[config.mk]
export PLATFORM = sky130hd
export DESIGN_NAME = cldd_drop_check
export DESIGN_NICKNAME = d
export VERILOG_FILES = /design/src/rtl/core/cldd_pkg.sv /design/src/rtl/core/cldd_drop_check.sv
export SDC_FILE = /design/constraint.sdc
export NUM_CORES = 1
export LEC_CHECK = 0
export BUFFER_PORTS_ARGS = -buffer_cell sky130_fd_sc_hd__buf_2
export CORE_MARGIN = 5
export CORE_UTILIZATION = 60
export DETAILED_ROUTE_END_ITERATION = 8
export PLACE_DENSITY = 0.79
export SETUP_SLACK_MARGIN = 0.2
export SYNTH_ARGS = -nofsm -noshare
export SYNTH_HDL_FRONTEND = slang
export SYNTH_SLANG_ARGS = --single-unit
[constraint.sdc]
create_clock -name vclk -period 14.45
set_input_delay 1.445 -clock vclk [all_inputs]
set_output_delay 1.445 -clock vclk [all_outputs]
set_load 0.02 [all_outputs]
[src/rtl/core/cldd_pkg.sv]
// ----------------------------------------------------------------------------
// cldd_pkg
// Shared types, widths and constants of the capacitive lawn drop detector.
// ----------------------------------------------------------------------------
package cldd_pkg;

    localparam int COUNT_BITS = 16;
    localparam int FRAC_BITS  = 16;
    localparam int LEVEL_W    = 32;
    localparam int GAIN_W     = 16;
    localparam int PCT_W      = 7;
    localparam int DCNT_W     = 16;

    localparam int PCT_SCALE  = 100;

    localparam logic [GAIN_W-1:0] GAIN_RESET = 16'd1966;
    localparam logic [PCT_W-1:0]  PCT_RESET  = 7'd95;

    // Configuration port.
    localparam int APB_AW      = 3;
    localparam int APB_DW      = 32;
    localparam int REG_SEL_BIT = 2;

    // Stream widths.
    localparam int S_TDATA_W = 8;
    localparam int S_TUSER_W = 2;
    localparam int OUT_W     = 3 + 2 * LEVEL_W + DCNT_W + 1;
    localparam int M_TDATA_W = ((OUT_W + 7) / 8) * 8;

    // Result field positions inside m_tdata.
    localparam int SEND_FRONT_BIT = 0;
    localparam int SEND_BACK_BIT  = 1;
    localparam int BUSY_BIT       = 2;
    localparam int FRONT_LSB      = 3;
    localparam int BACK_LSB       = FRONT_LSB + LEVEL_W;
    localparam int DCNT_LSB       = BACK_LSB + LEVEL_W;
    localparam int DETECTED_BIT   = DCNT_LSB + DCNT_W;

    typedef enum logic [1:0] {
        OP_TICK  = 2'd0,
        OP_START = 2'd1,
        OP_CHECK = 2'd2,
        OP_NOP   = 2'd3
    } cldd_op_t;

    typedef enum logic [2:0] {
        PH_IDLE  = 3'b001,
        PH_FRONT = 3'b010,
        PH_BACK  = 3'b100
    } cldd_phase_t;

    typedef enum logic {
        REG_GAIN = 1'b0,
        REG_PCT  = 1'b1
    } cldd_reg_idx_t;

    typedef struct packed {
        logic [GAIN_W-1:0] gain;
        logic [PCT_W-1:0]  pct;
    } cldd_cfg_t;

    typedef struct packed {
        cldd_op_t opcode;
        logic     rx_front;
        logic     rx_back;
    } cldd_item_t;

endpackage

[src/rtl/core/cldd_drop_check.sv]
// ----------------------------------------------------------------------------
// cldd_drop_check
// Compares a level against a percentage of its previous value.
// ----------------------------------------------------------------------------
module cldd_drop_check
(
    input  logic [cldd_pkg::LEVEL_W-1:0] level,
    input  logic [cldd_pkg::LEVEL_W-1:0] prev,
    input  logic [cldd_pkg::PCT_W-1:0]   pct,
    output logic                         dropped
);
    import cldd_pkg::*;

    localparam int PROD_W = LEVEL_W + PCT_W;

    logic [PROD_W-1:0] scaled_level;
    logic [PROD_W-1:0] scaled_prev;

    assign scaled_level = PROD_W'(level) * PROD_W'(PCT_SCALE);
    assign scaled_prev  = PROD_W'(prev) * PROD_W'(pct);

    // A channel with no previous level never reports a drop.
    assign dropped = (prev != '0) && (scaled_level <= scaled_prev);

endmodule

* Word level (Yosys, flattened, before mapping)
Index checks and enable logic that the tools add are counted.
Word-level totals: register bits 0, bits of input ports 71, output and inout port bits 1, logic and storage cells 5
Operators by class: multipliers 2, $lt $le $gt $ge 1, reduce and logical (&&, ||, !) cells 2
Operators with widths (number):
- $le A39 B39 Y1 | 1
- $mul A32 B7 Y39 | 1
- $mul A32 B5 Y37 const B | 1
- $reduce_bool A32 Y1 | 1
- $logic_and A1 B1 Y1 | 1

* Depth between registers and ports, before layout
Gate-level depths: netlist of run 1.
word-level depth 3, gate-level depth with buffers 28, depth with buffers taken out 27

* Worst setup path after synthesis of run 1
OpenSTA, ideal clock, no wires.
kind input to output, start in pct[1] (netlist bit), end out dropped, data arrival time 7.481 ns, data required time 13.005 ns, slack 5.524 ns, cell stages on the path 26, buffers on the path 1, path through clkbuf_1 > and2_1 > fa_1 > inv_1 > fa_1 > inv_1 > fa_1 > inv_1 > fa_1 > inv_1 > ha_1 > o21ai_1 > a2111oi_2 > a211o_2 > a31oi_1 > o31a_2 > o21ai_2 > a31oi_1 > xor2_1 > ha_1 > nand3_1 > nor3_1 > nand2_1 > or3_1 > or3_1 > a21oi_1
Between the ends: cells in the longest elaborated chain, start to end 3
Ends and longest elaborated chain:
- from (decl) | RTL line cldd_drop_check.sv:9 | input logic [cldd_pkg::PCT_W-1:0] pct,
- $mul A32 B7 Y39 | RTL line cldd_drop_check.sv:20 | assign scaled_prev = PROD_W'(prev) * PROD_W'(pct);
- $le A39 B39 Y1 | RTL line cldd_drop_check.sv:23 | assign dropped = (prev != '0) && (scaled_level <= scaled_prev);
- $logic_and A1 B1 Y1 | RTL line cldd_drop_check.sv:23
- to (decl) | RTL line cldd_drop_check.sv:10 | output logic dropped
No other way between the ends.

* Final worst setup path of run 1
Same ends and word-level chain as after synthesis.

==> impl_metrics.py, run 1 <==
metrics = {
    "status": {
        "status": "finished, final reports clean",
    },
    "layout": {
        "num_antenna_cells": 0,
        "seq_cell_count": 0,
        "multi_input_area_mm2": 0.0103,
        "seqCellArea_um2": 0,
        "num-nets-final": 1816,
        "clock_buffers": 0,
        "drive_gt1_share_pct": 6.55,
        "syn_to_final_growth_pct": 4.48,
        "num-fill-cells": 1613,
    },
    "hold_path": {
        "hp-class": "in -> out",
    },
    "synthesis": {
        "synth_nets": 1777,
        "synth_top_family_by_area": "adder cells",
        "yosysTopAreaCellShare_pct": 31.3,
        "yosys-top-cells-area": "fa_1 (31%), ha_1 (22%), and2_1 (11%), inv_1 (7.7%), a21oi_1 (3.5%)",
        "yosys.area_share.simple_pct": 19.1,
        "avgSynthCellArea_um2": 8.44,
        "synth-xor-area-share_pct": 5.05,
        "synth.area.mux_share_pct": 0,
        "synth_area_leader_cell": "fa_1",
        "synth_warnings": 0,
        "synth_compound_area_share_pct": 14.0,
        "synthAdderAreaFrac_pct": 52.8,
        "ys_types": 65,
        "seq_area_frac_synth_pct": 0,
        "netlist_instances": 1336,
        "synthesis.area_mm2": 0.0113,
    },
    "critical_path": {
        "cp.arrival_ns": 8.38,
        "critPathMaxStageDelay_ns": 0.53,
        "critPathLaunchType": "primary input",
        "critPathLaunch": "pct[1]",
        "cp.required_ns": 13.01,
        "path_class": "in -> out",
        "endpoint_kind": "output pin",
        "cp-endpoint": "dropped",
        "cp_max_fo": 32,
        "crit_path_top_delay_cell": "fa_1",
    },
    "global_routing": {
        "gr-total-overflow": 0,
        "grt_pass1_wl_um": 42700,
        "gr-usage-all-layers_pct": 22.8,
        "antenna_found_initial": 0,
        "first_global_vias": 9710,
        "grt_max_degree": 33,
    },
    "floorplanning": {
        "core.rowCount": 50,
        "io-pin-count": 72,
        "fp.dieArea_mm2": 0.0216,
        "start_util_pct": 60.7,
        "die_x_um": 147,
        "core-area_mm2": 0.0186,
        "dieHeight_um": 147,
    },
    "detailed_routing": {
        "num_vias": 9117,
        "post_drt_wl_per_cell_um": 15.1,
        "via_per_inst": 5.67,
        "remaining_drc_errors": 0,
        "drtAntennaViolNets": 0,
        "drt_wl_total_um": 24200,
        "dr.pass1.iters": 5,
        "drtIter0Drc": 483,
    },
    "timing": {
        "fmax_ghz": 0.102,
        "slew_viol_final": 0,
        "hold_violations": 0,
        "relSlewSlack_pct": 60.4,
        "setup_viol": 0,
        "period_share_pct": 68.0,
        "period_minus_slack_ns": 9.83,
        "rsz0062_at_grt": "false",
        "tightest_slew_ns": 0.579,
        "hold_slack_ns": 3.65,
        "tns_ns": 0,
    },
    "clocking": {
        "ctsResizeCount": 0,
        "hold_buffers": 0,
        "post_cts_buffers": 0,
    },
    "flow_run": {
        "drv_cap": 0,
    },
    "placed_design": {
        "numPortBuffers": 72,
        "dp_hpwl_um": 20900,
        "gp_congestion": 0.885,
    },
    "power": {
        "total_power_mw": 1.96,
        "peakVddDrop_v": 0.000105,
        "p_per_area_mw_per_mm2": 166,
        "p_leak_nw": 6.21,
    },
}
==> worst min-delay path by stage <==
stage	start	to	slack (ns)	depth (start not counted)
CTS	prev[4]	dropped	3.64	6
global route	prev[0]	dropped	3.70	6
detailed placement	prev[4]	dropped	3.64	6
finish	prev[0]	dropped	3.65	6
global placement	prev[0]	dropped	3.65	6
floorplan	pct[0]	dropped	3.23	4
==> cells in the mapped netlist (3+ instances only) <==
master / count
nor2b_1: 7
clkbuf_1: 28
ha_1: 194
nand3_1: 18
nor3_1: 6
or3_1: 3
a21o_1: 44
o21bai_1: 7
a21oi_1: 78
o21ai_1: 4
a31oi_1: 10
inv_1: 231
and3_1: 4
o211ai_1: 8
fa_1: 176
nor4_1: 11
nand2b_1: 10
o21ai_0: 38
o21a_1: 6
nand4_1: 14
xor2_1: 31
nand2_1: 85
and2_1: 192
a211oi_1: 11
nor2_1: 35
xnor2_1: 34
==> logic make-up after synthesis <==
family / count (synthesis)
and+or+nand+nor: 394
xor gates and xnor gates: 65
adders and majority gates: 370
buffers and inverters: 266
AOI/OAI and AO/OA: 241
==> through the flow <==
step                util [%]  area [um^2]  setup WS, ns  instances
floorplan                  -        11300          5.52       1336
global placement        63.4        11800          4.82       1607
detailed placement      63.4        11800          4.74       1607
CTS                     63.4        11800          4.71       1607
global route            63.4        11800          4.21       1607
finish                  63.4        11800          4.62       1607
==> critical path: cells and delay by family <==
family | cells | cell delay (ns)
AOI/OAI and AO/OA | 9 | 1.99
xor gates and xnor gates | 1 | 0.16
adders and majority gates | 6 | 2.63
buffers and inverters | 6 | 0.65
and+or+nand+nor | 7 | 1.50
==> report_power, final <==
group	switching (mW)	internal, mW	leakage (nW)
clock	0	0	0
combinational	1.11	0.851	6.21
sequential	0	0	0
==> layout make-up <==
cell class / count / area share (%)
multi-input combinational: 1070 / 87.1
inverter: 231 / 7.36
timing repair buffer: 72 / 3.06
tap: 234 / 2.49
==> routing by layer <==
metal / track usage [%] / vias to the layer above / share of wire, %
met1: 29.2 / 4425 / 43
met2: 42.4 / 192 / 52
li1: - / 4454 / -
met5: 0 / - / 0
met3: 1.70 / 46 / 3.3
met4: 4.52 / 0 / 1.8
==> placed cells by master, fill, tap and decap left out, types with 3 or more instances in the layout <==
master    count
a31oi_1      10
nand2b_1     10
and3_1        4
nor3_1        6
nor2b_1       7
ha_1        194
buf_2        72
xor2_1       31
o21bai_1      7
xnor2_1      34
and2_1      192
nor2_1       35
o21ai_0      38
o211ai_1      8
fa_1        176
nor4_1       11
a211oi_1     11
nand2_1      85
nand4_1      14
o21a_1        6
a21oi_1      78
nand3_1      18
o21ai_1       4
or3_1         3
a21o_1       44
inv_1       231
No activity file was read; power rests on OpenSTA's default activity.
==> inputs of run 2 (changes only) <==
ABC_AREA = 1   (was default)
PLACE_DENSITY = 0.82   (was 0.79)
clock period = 8.8 ns   (was 14.45 ns; I/O delays follow)
==> run 2 against run 1 <==
Against the previous run: area after synthesis up 13%; non-clock buffer count unchanged; design area up 12%; count of clock-buffer cells in the layout unchanged.
==> impl_metrics.py, run 2 <==
metrics = {
    "status": {
        "status": "finished, final reports clean",
    },
    "synthesis": {
        "yosysTopAreaCellShare_pct": 27.7,
        "synth_warnings": 0,
        "netlist_instances": 1978,
        "synthesis.area_mm2": 0.0127,
        "ys_types": 32,
        "synth_area_leader_cell": "fa_1",
        "yosysMostFrequentCell": "nand2_1",
        "yosys-top-cells-area": "fa_1 (28%), ha_1 (19%), nand2_1 (17%), inv_1 (16%), a21oi_1 (3.6%)",
        "seq_area_frac_synth_pct": 0,
        "avgSynthCellArea_um2": 6.43,
        "synth_top_cells_by_count": "nand2_1 (586), inv_1 (537), ha_1 (194)",
        "synth_nets": 2419,
    },
    "global_routing": {
        "grt_max_degree": 33,
        "grt_pass1_wl_um": 53400,
        "first_global_vias": 11800,
        "gr-usage-all-layers_pct": 26.0,
        "antenna_found_initial": 0,
        "gr-total-overflow": 0,
    },
    "detailed_routing": {
        "via_per_inst": 5.20,
        "dr.pass1.iters": 8,
        "num_vias": 11800,
        "post_drt_wl_per_cell_um": 13.5,
        "drtAntennaViolNets": 0,
        "drt_wl_total_um": 30700,
        "remaining_drc_errors": 0,
        "drtIter0Drc": 809,
    },
    "clocking": {
        "ctsResizeCount": 0,
        "post_cts_buffers": 0,
        "hold_buffers": 0,
    },
    "hold_path": {
        "hp-class": "in -> out",
        "min_path_cells": 6,
    },
    "critical_path": {
        "endpoint_kind": "output pin",
        "cp.required_ns": 7.92,
        "crit_chain": "buf_2, nand2_1, inv_1, fa_1, fa_1, fa_1, fa_1, ha_1, a21oi_1, o21ai_0, a21oi_1, nand3_2, nand2_1, nand2_1, nand2_1, nand2_1, ha_1, nand2_1, nor2_1, nand4_1, nor3_1, nand4_1, a21oi_1, buf_2",
        "crit_path_frequent_cell": "nand2_1",
        "cp.arrival_ns": 6.52,
        "crit_path_top_delay_cell": "fa_1",
        "path_class": "in -> out",
        "cp_max_fo": 32,
        "critPathLaunchType": "primary input",
        "critPathMaxStageDelay_ns": 0.54,
    },
    "floorplanning": {
        "die_x_um": 156,
        "fp.dieArea_mm2": 0.0242,
        "start_util_pct": 60.7,
        "core.rowCount": 53,
        "core-area_mm2": 0.0210,
        "dieHeight_um": 156,
        "io-pin-count": 72,
    },
    "placed_design": {
        "numPortBuffers": 72,
        "dpl.cell_count": 2271,
        "gp_congestion": 0.926,
        "dp_hpwl_um": 27100,
    },
    "power": {
        "p_per_area_mw_per_mm2": 271,
        "peakVddDrop_v": 0.000152,
        "p_leak_nw": 8.70,
    },
    "layout": {
        "num-fill-cells": 2006,
        "drive_gt1_share_pct": 4.66,
        "final_cell_mix": "nand2_1 (586), inv_1 (537), ha_1 (194), fa_1 (176), nor2_1 (115)",
        "clock_buffers": 0,
        "multi_input_area_mm2": 0.0105,
        "seqCellArea_um2": 0,
        "seq_cell_count": 0,
        "fin_cells": 2271,
        "num-nets-final": 2439,
        "final_common_cell": "nand2_1",
        "syn_to_final_growth_pct": 3.92,
        "num_antenna_cells": 0,
    },
    "timing": {
        "tightest_slew_ns": 0.685,
        "period_share_pct": 84.1,
        "rsz0062_at_grt": "false",
        "fmax_ghz": 0.135,
        "period_minus_slack_ns": 7.40,
        "tns_ns": 0,
        "hold_violations": 0,
        "slew_viol_final": 0,
        "setup_viol": 0,
        "relSlewSlack_pct": 54.3,
    },
    "flow_run": {
        "drv_cap": 0,
    },
}
## run 2: cell types whose count changed after synthesis, sizes merged, moves of 22 or more
cell,before,now
inv,231,537
nor2,35,120
and2,192,4
a21o,44,5
clkbuf,30,52
nand3,18,57
nand2,85,591
## run 2: cells by family after synthesis
| kind of cell | count (synthesis) | synth area share [%] |
|---|---|---|
| XOR/XNOR | 39 | 2.69 |
| adder cells (fa/ha/maj) | 370 | 46.8 |
| AO/OA/AOI/OAI | 152 | 6.50 |
| buffers and inverters | 591 | 17.5 |
| AND/OR/NAND/NOR | 826 | 26.5 |
## run 2: worst paths after layout
kind / slack, ns / endpoint / from
worst min-delay path: 2.59 / dropped / prev[18]
worst max-delay path: 1.40 / dropped / pct[5]
## run 2: worst max-delay path, delay by kind of cell
| kind | cells | cell delay, ns |
|---|---|---|
| fa+ha+maj | 6 | 2.68 |
| buf+inv | 3 | 0.83 |
| simple gates | 11 | 1.18 |
| compound gates | 4 | 0.93 |
## run 2: power by group
| part | internal (mW) | switching, mW | leakage [nW] |
|---|---|---|---|
| Combinational | 1.33 | 2.24 | 8.70 |
| Sequential | 0 | 0 | 0 |
| Clock | 0 | 0 | 0 |
## run 2: cell type report
class                      instances  area share, %
timing repair buffer              72           2.73
multi-input combinational       1387           79.4
inverter                         537           15.3
tap                              275           2.60
## run 2: layer usage
metal | vias to the layer above | routed length [um] | track usage (%)
li1 | 5908 | - | -
met1 | 5483 | 13800 | 36.5
met2 | 378 | 14700 | 45.7
met3 | 39 | 1820 | 1.11
met4 | 0 | 378 | 4.21
met5 | - | 0 | 0
## run 2: stage by stage
step | hold slack, ns | power, mW | area, um^2 | utilization [%] | setup WS [ns]
5_1_grt | 2.66 | 4.13 | 13200 | 63.1 | 1.04
3_5_place_dp | 2.61 | 3.55 | 13200 | 63.1 | 1.49
6_report | 2.59 | 3.58 | 13200 | 63.1 | 1.40
2_1_floorplan | 2.12 | 2.71 | 12700 | - | 2.33
4_1_cts | 2.61 | 3.57 | 13200 | 63.1 | 1.47
3_3_place_gp | 2.61 | 3.48 | 13200 | 63.1 | 1.44
