===== src/rtl/core/cldd_pkg.sv =====
// ----------------------------------------------------------------------------
// cldd_pkg
// Shared types, widths and constants of the capacitive lawn drop detector.
// ----------------------------------------------------------------------------
package cldd_pkg;

    localparam int COUNT_BITS = 16;
    localparam int FRAC_BITS  = 16;
    localparam int LEVEL_W    = 32;
    localparam int GAIN_W     = 16;
    localparam int PCT_W      = 7;
    localparam int DCNT_W     = 16;

    localparam int PCT_SCALE  = 100;

    localparam logic [GAIN_W-1:0] GAIN_RESET = 16'd1966;
    localparam logic [PCT_W-1:0]  PCT_RESET  = 7'd95;

    // Configuration port.
    localparam int APB_AW      = 3;
    localparam int APB_DW      = 32;
    localparam int REG_SEL_BIT = 2;

    // Stream widths.
    localparam int S_TDATA_W = 8;
    localparam int S_TUSER_W = 2;
    localparam int OUT_W     = 3 + 2 * LEVEL_W + DCNT_W + 1;
    localparam int M_TDATA_W = ((OUT_W + 7) / 8) * 8;

    // Result field positions inside m_tdata.
    localparam int SEND_FRONT_BIT = 0;
    localparam int SEND_BACK_BIT  = 1;
    localparam int BUSY_BIT       = 2;
    localparam int FRONT_LSB      = 3;
    localparam int BACK_LSB       = FRONT_LSB + LEVEL_W;
    localparam int DCNT_LSB       = BACK_LSB + LEVEL_W;
    localparam int DETECTED_BIT   = DCNT_LSB + DCNT_W;

    typedef enum logic [1:0] {
        OP_TICK  = 2'd0,
        OP_START = 2'd1,
        OP_CHECK = 2'd2,
        OP_NOP   = 2'd3
    } cldd_op_t;

    typedef enum logic [2:0] {
        PH_IDLE  = 3'b001,
        PH_FRONT = 3'b010,
        PH_BACK  = 3'b100
    } cldd_phase_t;

    typedef enum logic {
        REG_GAIN = 1'b0,
        REG_PCT  = 1'b1
    } cldd_reg_idx_t;

    typedef struct packed {
        logic [GAIN_W-1:0] gain;
        logic [PCT_W-1:0]  pct;
    } cldd_cfg_t;

    typedef struct packed {
        cldd_op_t opcode;
        logic     rx_front;
        logic     rx_back;
    } cldd_item_t;

endpackage


===== src/rtl/core/cldd_cfg_regs.sv =====
// ----------------------------------------------------------------------------
// cldd_cfg_regs
// APB register file holding the smoothing gain and the drop percentage.
// ----------------------------------------------------------------------------
module cldd_cfg_regs
(
    input  logic                          clk,
    input  logic                          rst_n,
    input  logic                          psel,
    input  logic                          penable,
    input  logic                          pwrite,
    input  logic [cldd_pkg::APB_AW-1:0]   paddr,
    input  logic [cldd_pkg::APB_DW-1:0]   pwdata,
    output logic [cldd_pkg::APB_DW-1:0]   prdata,
    output logic                          pready,
    output cldd_pkg::cldd_cfg_t           cfg
);
    import cldd_pkg::*;

    logic [GAIN_W-1:0] gain_reg;
    logic [GAIN_W-1:0] gain_next;
    logic [PCT_W-1:0]  pct_reg;
    logic [PCT_W-1:0]  pct_next;
    logic              wr_en;
    cldd_reg_idx_t     reg_idx;

    assign pready  = 1'b1;
    assign wr_en   = psel && penable && pwrite && pready;
    assign reg_idx = cldd_reg_idx_t'(paddr[REG_SEL_BIT]);

    always_comb
    begin
        gain_next = gain_reg;
        pct_next  = pct_reg;
        if (wr_en)
        begin
            unique case (reg_idx)
                REG_GAIN: gain_next = pwdata[GAIN_W-1:0];
                REG_PCT:  pct_next  = pwdata[PCT_W-1:0];
                default:  gain_next = gain_reg;
            endcase
        end
    end

    always_ff @(posedge clk or negedge rst_n)
    begin
        if (!rst_n)
        begin
            gain_reg <= GAIN_RESET;
            pct_reg  <= PCT_RESET;
        end
        else
        begin
            gain_reg <= gain_next;
            pct_reg  <= pct_next;
        end
    end

    always_comb
    begin
        unique case (reg_idx)
            REG_GAIN: prdata = APB_DW'(gain_reg);
            REG_PCT:  prdata = APB_DW'(pct_reg);
            default:  prdata = '0;
        endcase
    end

    assign cfg.gain = gain_reg;
    assign cfg.pct  = pct_reg;

endmodule


===== config.mk =====
export PLATFORM = sky130hd
export DESIGN_NAME = cldd_cfg_regs
export DESIGN_NICKNAME = d
export VERILOG_FILES = /design/src/rtl/core/cldd_pkg.sv /design/src/rtl/core/cldd_cfg_regs.sv
export SDC_FILE = /design/constraint.sdc
export NUM_CORES = 1
export LEC_CHECK = 0
export BUFFER_PORTS_ARGS = -buffer_cell sky130_fd_sc_hd__buf_2
export CAP_MARGIN = 20
export CORE_MARGIN = 2
export CORE_UTILIZATION = 35
export DETAILED_ROUTE_END_ITERATION = 10
export GPL_ROUTABILITY_DRIVEN = 0
export HOLD_SLACK_MARGIN = 0.02
export PLACE_DENSITY = 0.82
export SLEW_MARGIN = 20
export SYNTH_ARGS = -nofsm -noshare
export SYNTH_HDL_FRONTEND = slang
export SYNTH_SLANG_ARGS = --single-unit

===== constraint.sdc =====
create_clock -name clk -period 0.83 [get_ports clk]
set_input_delay 0.0415 -clock clk [delete_from_list [all_inputs] [get_ports clk]]
set_output_delay 0.0415 -clock clk [all_outputs]
set_load 0.05 [all_outputs]

== Word-level counts from Yosys, hierarchy flattened ==
Cells that the tools add are included.

* Output and inout bits: 56
* Input bits: 40
* Logic and storage cells: 8
* Register bits after elaboration: 23

* Reduce and logical (&&, ||, !) cells: 4
* Muxes and demuxes: 1
* Bitwise gates (word level): 1

{| class="wikitable"
|+ Operators with widths
! cell !! count
|-
| $pmux 32 s2 || 1
|-
| $reduce_and 2->1 || 2
|-
| $logic_and 1x1->1 || 2
|-
| $not 1->1 || 1
|}

== Depth between registers and ports, before layout ==
Gate-level depths: netlist (run 1).

* Word-level depth: 3
* Mapped depth: 4
* Depth with buffers taken out: 2

== Least setup slack after synthesis (run 1) ==
No wires, ideal clock.

* Kind: register -> output
* Start point: reg gain_reg[7]
* End point: out prdata[7] (netlist bit)
* Path buffers: 0
* Data arrival time: 1,445 ps
* Cell stages (with the launch flop): 2
* Path slack: -656 ps
* Data required time: 788 ps
* Path through: dfstp_2 nor2b_1

* Word-level cells in the longest chain between the ends: 1

{| class="wikitable"
|+ Ends and longest elaborated chain
! element !! line !! text
|-
| start: declaration || cldd_cfg_regs.sv:20 || <nowiki>logic [GAIN_W-1:0] gain_reg;</nowiki>
|-
| start signal: assignment || cldd_cfg_regs.sv:54 || <nowiki>gain_reg <= gain_next;</nowiki>
|-
| $pmux 32 s2 || cldd_cfg_regs.sv:61 || <nowiki>unique case (reg_idx)</nowiki>
|-
| end: declaration || cldd_cfg_regs.sv:14 || <nowiki>output logic [cldd_pkg::APB_DW-1:0] prdata,</nowiki>
|}

Every way passes these cells. The select of a mux whose other input is x is not followed.

== Worst setup path in the final report (run 1) ==
* Start point: reg gain_reg[10]
* End point: out prdata[10] (netlist bit)

Same word-level chain as after synthesis.

==> results of run 1 <==
cell type report:
class | count | share of cell area [%]
diodes | 1 | 0.0985
flip-flops and latches | 23 | 23.6
clock inverters | 1 | 0.197
well taps | 46 | 2.27
multi-input cells | 58 | 26.6
clock buffers | 3 | 0.887
repair buffers | 109 | 46.4
worst max-delay path by stage:
stage,to,slack [ns]
floorplan,prdata[10],-0.27
global placement,prdata[0],-0.13
detailed placement,gain_reg[11]$_DFFE_PN0P_,-0.15
CTS,prdata[8],-0.40
global route,prdata[10],-0.45
finish,prdata[10],-0.40
metrics by stage:
stage | util (%) | worst slack [ns] | TNS (ns) | power [W] | instances
after floorplan | - | -0.271 | -5.86 | 0.00405 | 101
after global placement | 52.3 | -0.125 | -3.30 | 0.00455 | 197
after detailed placement | 52.3 | -0.154 | -3.87 | 0.00461 | 197
after CTS | 70.3 | -0.402 | -11.62 | 0.00616 | 228
after global routing | 76.1 | -0.455 | -14.44 | 0.00688 | 241
final | 76.1 | -0.404 | -12.34 | 0.00663 | 241
layer usage:
metal	track usage (%)	vias to the layer above	share of wire (%)
met5	0	-	0
met4	5.83	0	0.96
met3	2.50	2	2.7
met2	40.3	32	64
met1	18.2	501	32
li1	-	476	-
synthesized netlist by cell type:
cell      number  area [um^2]
mux2_2        20          225
buf_4         17          128
dfstp_2       14          368
mux2_4        10          150
dfrtp_1        9          225
nor2b_1        9         56.3
buf_6          2         22.5
conb_1         2         7.51
clkbuf_1       1         3.75
nand4_2        1         12.5
nand4b_4       1         23.8
power breakdown:
part	leakage (nW)	internal, W	switching (W)
Clock	0.0177	0.000179	0.000342
Sequential	0.248	0.00150	0.000250
Combinational	1.03	0.00212	0.00224
kinds of logic (layout without fill, tap and decap cells):
family                 count (synthesis)  after routing
muxes                                 30             30
DFF                                   23             23
buffers and inverters                 20            113
and+or+nand+nor                       11             11
other                                  2             18
repair_timing:
item	CTS	global route
hold buffers	17	0
setup buffers	12	15
resized for setup	100	30
hold endpoints to repair	32	0
endpoints found under the setup margin	43	50
pin swaps	0	0
critical path: stages (launching register included):
cell     delay, ns
dfstp_2       0.58
nor2b_4       0.15
buf_6         0.16
==> results by stage, run 1 <==
Yosys:
- The mean area per synthesized cell is 14.2 um^2.
- Of the total synthesized cell area, the portion taken by full adders, half adders and majority gates is 0%.
- The Yosys step of the flow raised 0 warnings.
- After synthesis, flip-flops and latches occupy 48.5% of the total area.
- The portion of synthesized area spent on multiplexers is 30.7%.
- The fraction of the mapped netlist area in simple logic gates is approximately 7.6%.
- The netlist area before placement is 1220 um^2.
- The instance count of the mapped netlist is 86.
- The complex-gate fraction of the synthesized area is 0%.
- By area, the combinational part of the netlist is dominated by multiplexers.
- Of the total synthesized cell area, the portion taken by XOR and XNOR cells is 0%.
- The flip-flop and latch count after synthesis is 23.
- The post-synthesis cell type count is 11.

Timing:
- Setup violations remaining at the end of the flow were counted as 53.
- The clock skew is 0 ns.
- Setup repair after global routing could not meet its margin everywhere.
- Setup slack on the critical path of the routed design comes to -0.404 ns.
- The number of pins with negative max-slew slack in the final report is 0.
- The worst hold slack after final layout is 0.190 ns.
- The post-route minimum period is 1.23 ns.
- Dividing the final minimum period by the clock period gives 149%.
- The number of hold violations in the final report is 0.
- The maximum achievable frequency is 811 MHz.

Critical path:
- STA classifies the critical path startpoint as a flop.
- The nature of the critical path endpoint is an output pin.
- In this run the worst setup path begins at gain_reg[10]$_DFFE_PN1P_.
- The required time at the endpoint of the critical path is 0.79 ns.
- Data on the critical path arrives at its endpoint at 1.19 ns.
- The worst register-to-register path has a setup slack of -0.19 ns.
- The capturing point of the worst reg2reg path is pct_reg[5]$_DFFE_PN0P_.
- The maximum fanout count along the critical path is 3.
- The path depth of the worst reg2reg path is 3.
- The startpoint identified for the worst register-to-register timing path is pct_reg[5]$_DFFE_PN0P_.
- The critical path is of the reg -> out type.

Floorplanning:
- From left edge to right edge, the die measures 63.1 um.
- 96 I/O pins were placed.
- The initial standard-cell utilization of the core is 36.6%.
- The area inside the core boundary is 3340 um^2.
- The vertical extent of the die is 63.1 um.
- The row count is 21.
- The floorplan step defined a die boundary enclosing around 4000 um^2.

Power and ir drop:
- The static leakage power is 1.30 nW.
- The total power density per cell area is 2610 nW/um^2.
- VDD sags by at most 1.55 mV.

Global routing:
- The first global-routing pass estimated 5.73 mm of wire.
- Global routing used 19.0% of the available tracks.
- The total global routing overflow is 0.
- The number of global-route vias before repair is between 1000 and 1500.
- The initial antenna violation count was 1.
- The largest net degree at the start of global routing is 24.

Place:
- The count of buffers added on input and output ports is 60.
- The HPWL after detailed placement is 2.26 mm.
- The post-place instance area is ~1700 um^2.

CTS:
- The level count of the clock H-tree is 1.
- TritonCTS built the clock tree.
- The tree is rooted in a clkbuf_4.
- Clock tree synthesis found a total of 23 sinks.
- After clock tree synthesis, the clock-pin slew on the worst setup and hold paths is 0.13 ns.
- The clock latency on the worst-skew pair is 0.30 ns.
- Counting the buffers created by CTS gives 3.
- The buffer levels on the longest clock path is 2.

Drt:
- For this block, the via count after detailed routing is between 1000 and 1500.
- The routed length per instance is ~16 um.
- The number of DRC markers in iteration 0 is 23.
- Once detail routing completed, the nets flagged for antenna violations numbered 0.
- The detailed-route DRC error count is 0.
- The routed wire length is 3.84 mm.
- The pre-antenna-repair detailed-routing pass consisted of 4 iterations.
- After detailed routing, the number of vias per cell comes to roughly 4.2.

Run:
- The max-capacitance violation count is 0.

Worst hold path:
- Along the worst hold path, the cell count comes to 3.
- The worst hold path terminates at pct_reg[5]$_DFFE_PN0P_.
- The worst hold path begins at paddr[2].
- The min-delay analysis places its worst path in the category in -> reg.

Layout:
- The multi-input combinational cells in the finished layout cover a total of 674 um^2.
- The net count of the finished layout is about 240.
- Across the whole layout, storage elements account for about 600 um^2.
- The layout-stage area growth over the synthesis result is 108%.
- The register with the most flip-flops in the layout has 16 of them.
- Leaving out fill and tap cells, the most frequent cell in the layout is buf_6.
- The post-route standard cell area excluding fillers is 2540 um^2.
- The post-route netlist has 80.9% of its cells at a drive strength greater than 1.
- Counting the fill cells in the layout gives approximately 210.
- In the layout the commonest cells are 39 x buf_6, 30 x mux2_4, 23 x buf_8, 21 x buf_2.

Status:
- The checks that failed: negative setup slack.
- The flow ran to the end, but the final reports show violations.
No activity file was read; power rests on OpenSTA's default activity.
==> run 2: changes to the inputs <==
--- a/config.mk
+++ b/config.mk
@@ -17,3 +17,4 @@
 export SYNTH_ARGS = -nofsm -noshare
 export SYNTH_HDL_FRONTEND = slang
 export SYNTH_SLANG_ARGS = --single-unit
+export TNS_END_PERCENT = 1
==> run 2 against run 1 <==
Compared with the run above: the flow still finishes with violations (negative setup slack); via count decreased by 7.6%; clock power up 3%; combinational power down 19%; worst setup slack worse by 0.018 ns; non-clock buffer count down 18; total power fell by 13%; highest routed layer unchanged; cell area down 15%; critical path depth stayed put; largest cell class unchanged.
==> results by stage, run 2 (synthesized netlist as in run 1, its figures left out) <==
Global routing:
- The initial antenna violation count is 0.
- The largest net degree at the start of global routing is 24.
- Global routing consumed, over all layers together, between 15 and 20% of the routing resources.
- The total global routing overflow is 0.
- The first global-routing pass estimated 4.82 mm of wire.
- The number of global-route vias before repair is 1001.

Power and ir drop:
- The overall power after layout is 0.00575 W.
- The static leakage power is 1.08 nW.
- In this run the power density over the cells is between 2000 and 3000 nW/um^2.
- The worst-case IR drop observed on VDD is approximately 1.5 mV.

Place:
- The post-place instance area is 1660 um^2.
- Detailed placement finished with a half-perimeter wire length of 1.92 mm.
- The number of buffers added on ports is 60.
- Before CTS, the worst setup slack after placement is -0.136 ns.

Floorplanning:
- The area inside the core boundary is 3340 um^2.
- The die outline width is 63.1 um.
- The initial utilization of the core area, before any placement, comes to approximately 37%.
- The initialized floorplan defines 21 standard-cell rows.
- In this run the count of I/O pins placed on the die edge is 96.
- The die outline area is 3980 um^2.
- Measured along the y axis, the die boundary spans 63.1 um.

Timing:
- The clock skew is 0 ns.
- The post-route fraction of the period consumed by the critical path is 151%.
- The number of hold violations in the final report is 0.
- The remaining max-slew budget at the tightest pin is 65.0%.
- The worst-margin pin slew is 0.524 ns.
- Once routing completed, OpenROAD measured the worst setup slack at -0.422 ns.
- The maximum achievable frequency is 799 MHz.
- Setup repair after global routing could not meet its margin everywhere.
- The number of pins with negative max-slew slack in the final report came to 0.
- The final setup violation count is 42.
- The total negative setup slack is -11.11 ns.
- The post-route minimum period is 1.25 ns.

Critical path:
- Data on the critical path arrives at its endpoint at 1.21 ns.
- STA classifies the critical path startpoint as a flop.
- Data on the critical path is required at its endpoint by 0.79 ns.
- The worst setup path category is reg -> out.
- The worst register-to-register path has a setup slack of -0.06 ns.
- The nature of the critical path endpoint is an output pin.
- The maximum fanout count along the critical path is 3.

Drt:
- In the routed layout, each cell is associated on average with a via count of around 4.2.
- For this block, the via count after detailed routing is 934.
- Dividing the detail-routed wire length by the instance count gives 13.8 um.
- The detail route stage leaves a number of antenna-violating nets equal to 0.
- The routed wire length is 3.07 mm.
- The detailed-route DRC error count is 0.
- The number of search-and-repair iterations in the first detailed-routing pass is 2.
- The detailed router finished its first iteration with 5 violations.

Layout:
- Leaving out fill and tap cells, the most frequent cell in the layout is buf_6.
- The post-route standard cell area excluding fillers is approximately 2100 um^2.
- In the layout the commonest cells are 40 x buf_6, 21 x buf_2, 17 x mux2_2, 17 x conb_1, 17 x dlygate4sd3_1.
- 0 antenna diodes ended up in the layout.
- The area growth from synthesis to layout is 75.6%.
- The proportion of layout cells with a drive suffix above 1 is 75.6%.
- In the final design database the tool counted 217 nets.
- The number of flip-flops in the largest register is 16.
- In the final layout, the multi-input gates occupy 611 um^2.
- In the final layout, flip-flops and latches occupy ~590 um^2.
- The filler cells instantiated in the layout total 243.

CTS:
- The clock drives 23 sinks.
- Clock-pin slew was measured on the worst setup and hold paths at 0.14 ns.
- The later pin in the worst-skew pair is clocked with a latency of 0.31 ns.
- The clock root buffer is clkbuf_4.
- The total clock buffers created by CTS is 3.
- The longest clock path from root to sink contains 2 buffers.
- TritonCTS built the clock tree.
- The level count of the clock H-tree is 1.

Run:
- The tool flagged a number of max-cap violations equal to 0.

Worst hold path:
- The tightest min-delay check is of the in -> async type.

Status:
- The checks that failed: negative setup slack.
- The run finished, with violations left.
==> run 2: cell count changes in the layout (fill, tap and decap cells not counted), sizes merged <==
cell,delta
diode,-1
buf,-18
==> run 2: what timing repair did <==
action                                  4_1_cts  5_1_grt
setup buffers                                 0        1
hold buffers                                 17        0
gates resized for setup                      75       14
endpoints found under the setup margin       42       46
endpoints found under the hold margin        32        0
==> run 2: final timing paths <==
| path | cells after the start | end | from |
|---|---|---|---|
| min | 2 | pct_reg[5]$_DFFE_PN0P_ | rst_n |
| min in group clk | 3 | pct_reg[3]$_DFFE_PN1P_ | paddr[2] |
| max | 2 | prdata[2] | gain_reg[2]$_DFFE_PN1P_ |
| max reg2reg | 2 | gain_reg[4]$_DFFE_PN0P_ | gain_reg[4]$_DFFE_PN0P_ |
| max in group asynchronous | 2 | gain_reg[10]$_DFFE_PN1P_ | rst_n |
| min reg2reg | 1 | gain_reg[11]$_DFFE_PN0P_ | gain_reg[11]$_DFFE_PN0P_ |
==> run 2: area by class of cell <==
type	instances	share of cell area, %
Sequential cell	23	27.6
Timing Repair Buffer	91	40.0
Tap cell	46	2.68
Multi-Input combinational cell	58	28.4
Clock buffer	3	1.05
Clock inverter	1	0.233
==> run 2: worst max-delay path: stages (launching register included) <==
cell     delay [ns]
dfstp_2        0.59
mux2_4         0.17
buf_8          0.14
==> run 2: routing by layer <==
metal / track usage (%) / routed length, um / up-vias
met5: 0 / 0 / -
met4: 4.17 / 12 / 0
met3: 3.21 / 185 / 2
met2: 29.9 / 1640 / 48
met1: 17.2 / 1230 / 447
li1: - / - / 437
==> run 2: metrics by stage <==
| stage | util (%) | instances | hold slack (ns) |
|---|---|---|---|
| global route | 64.3 | 222 | 0.259 |
| detailed placement | 49.8 | 200 | 0.0440 |
| finish | 64.3 | 222 | 0.230 |
| floorplan | - | 101 | -0.254 |
| CTS | 62.7 | 221 | 0.223 |
| global placement | 49.8 | 200 | 0.0366 |
==> run 2: where the power goes <==
| group | internal (W) | leakage (nW) | switching, W |
|---|---|---|---|
| Sequential | 0.00148 | 0.255 | 0.000219 |
| Combinational | 0.00145 | 0.804 | 0.00206 |
| Clock | 0.000180 | 0.0177 | 0.000355 |
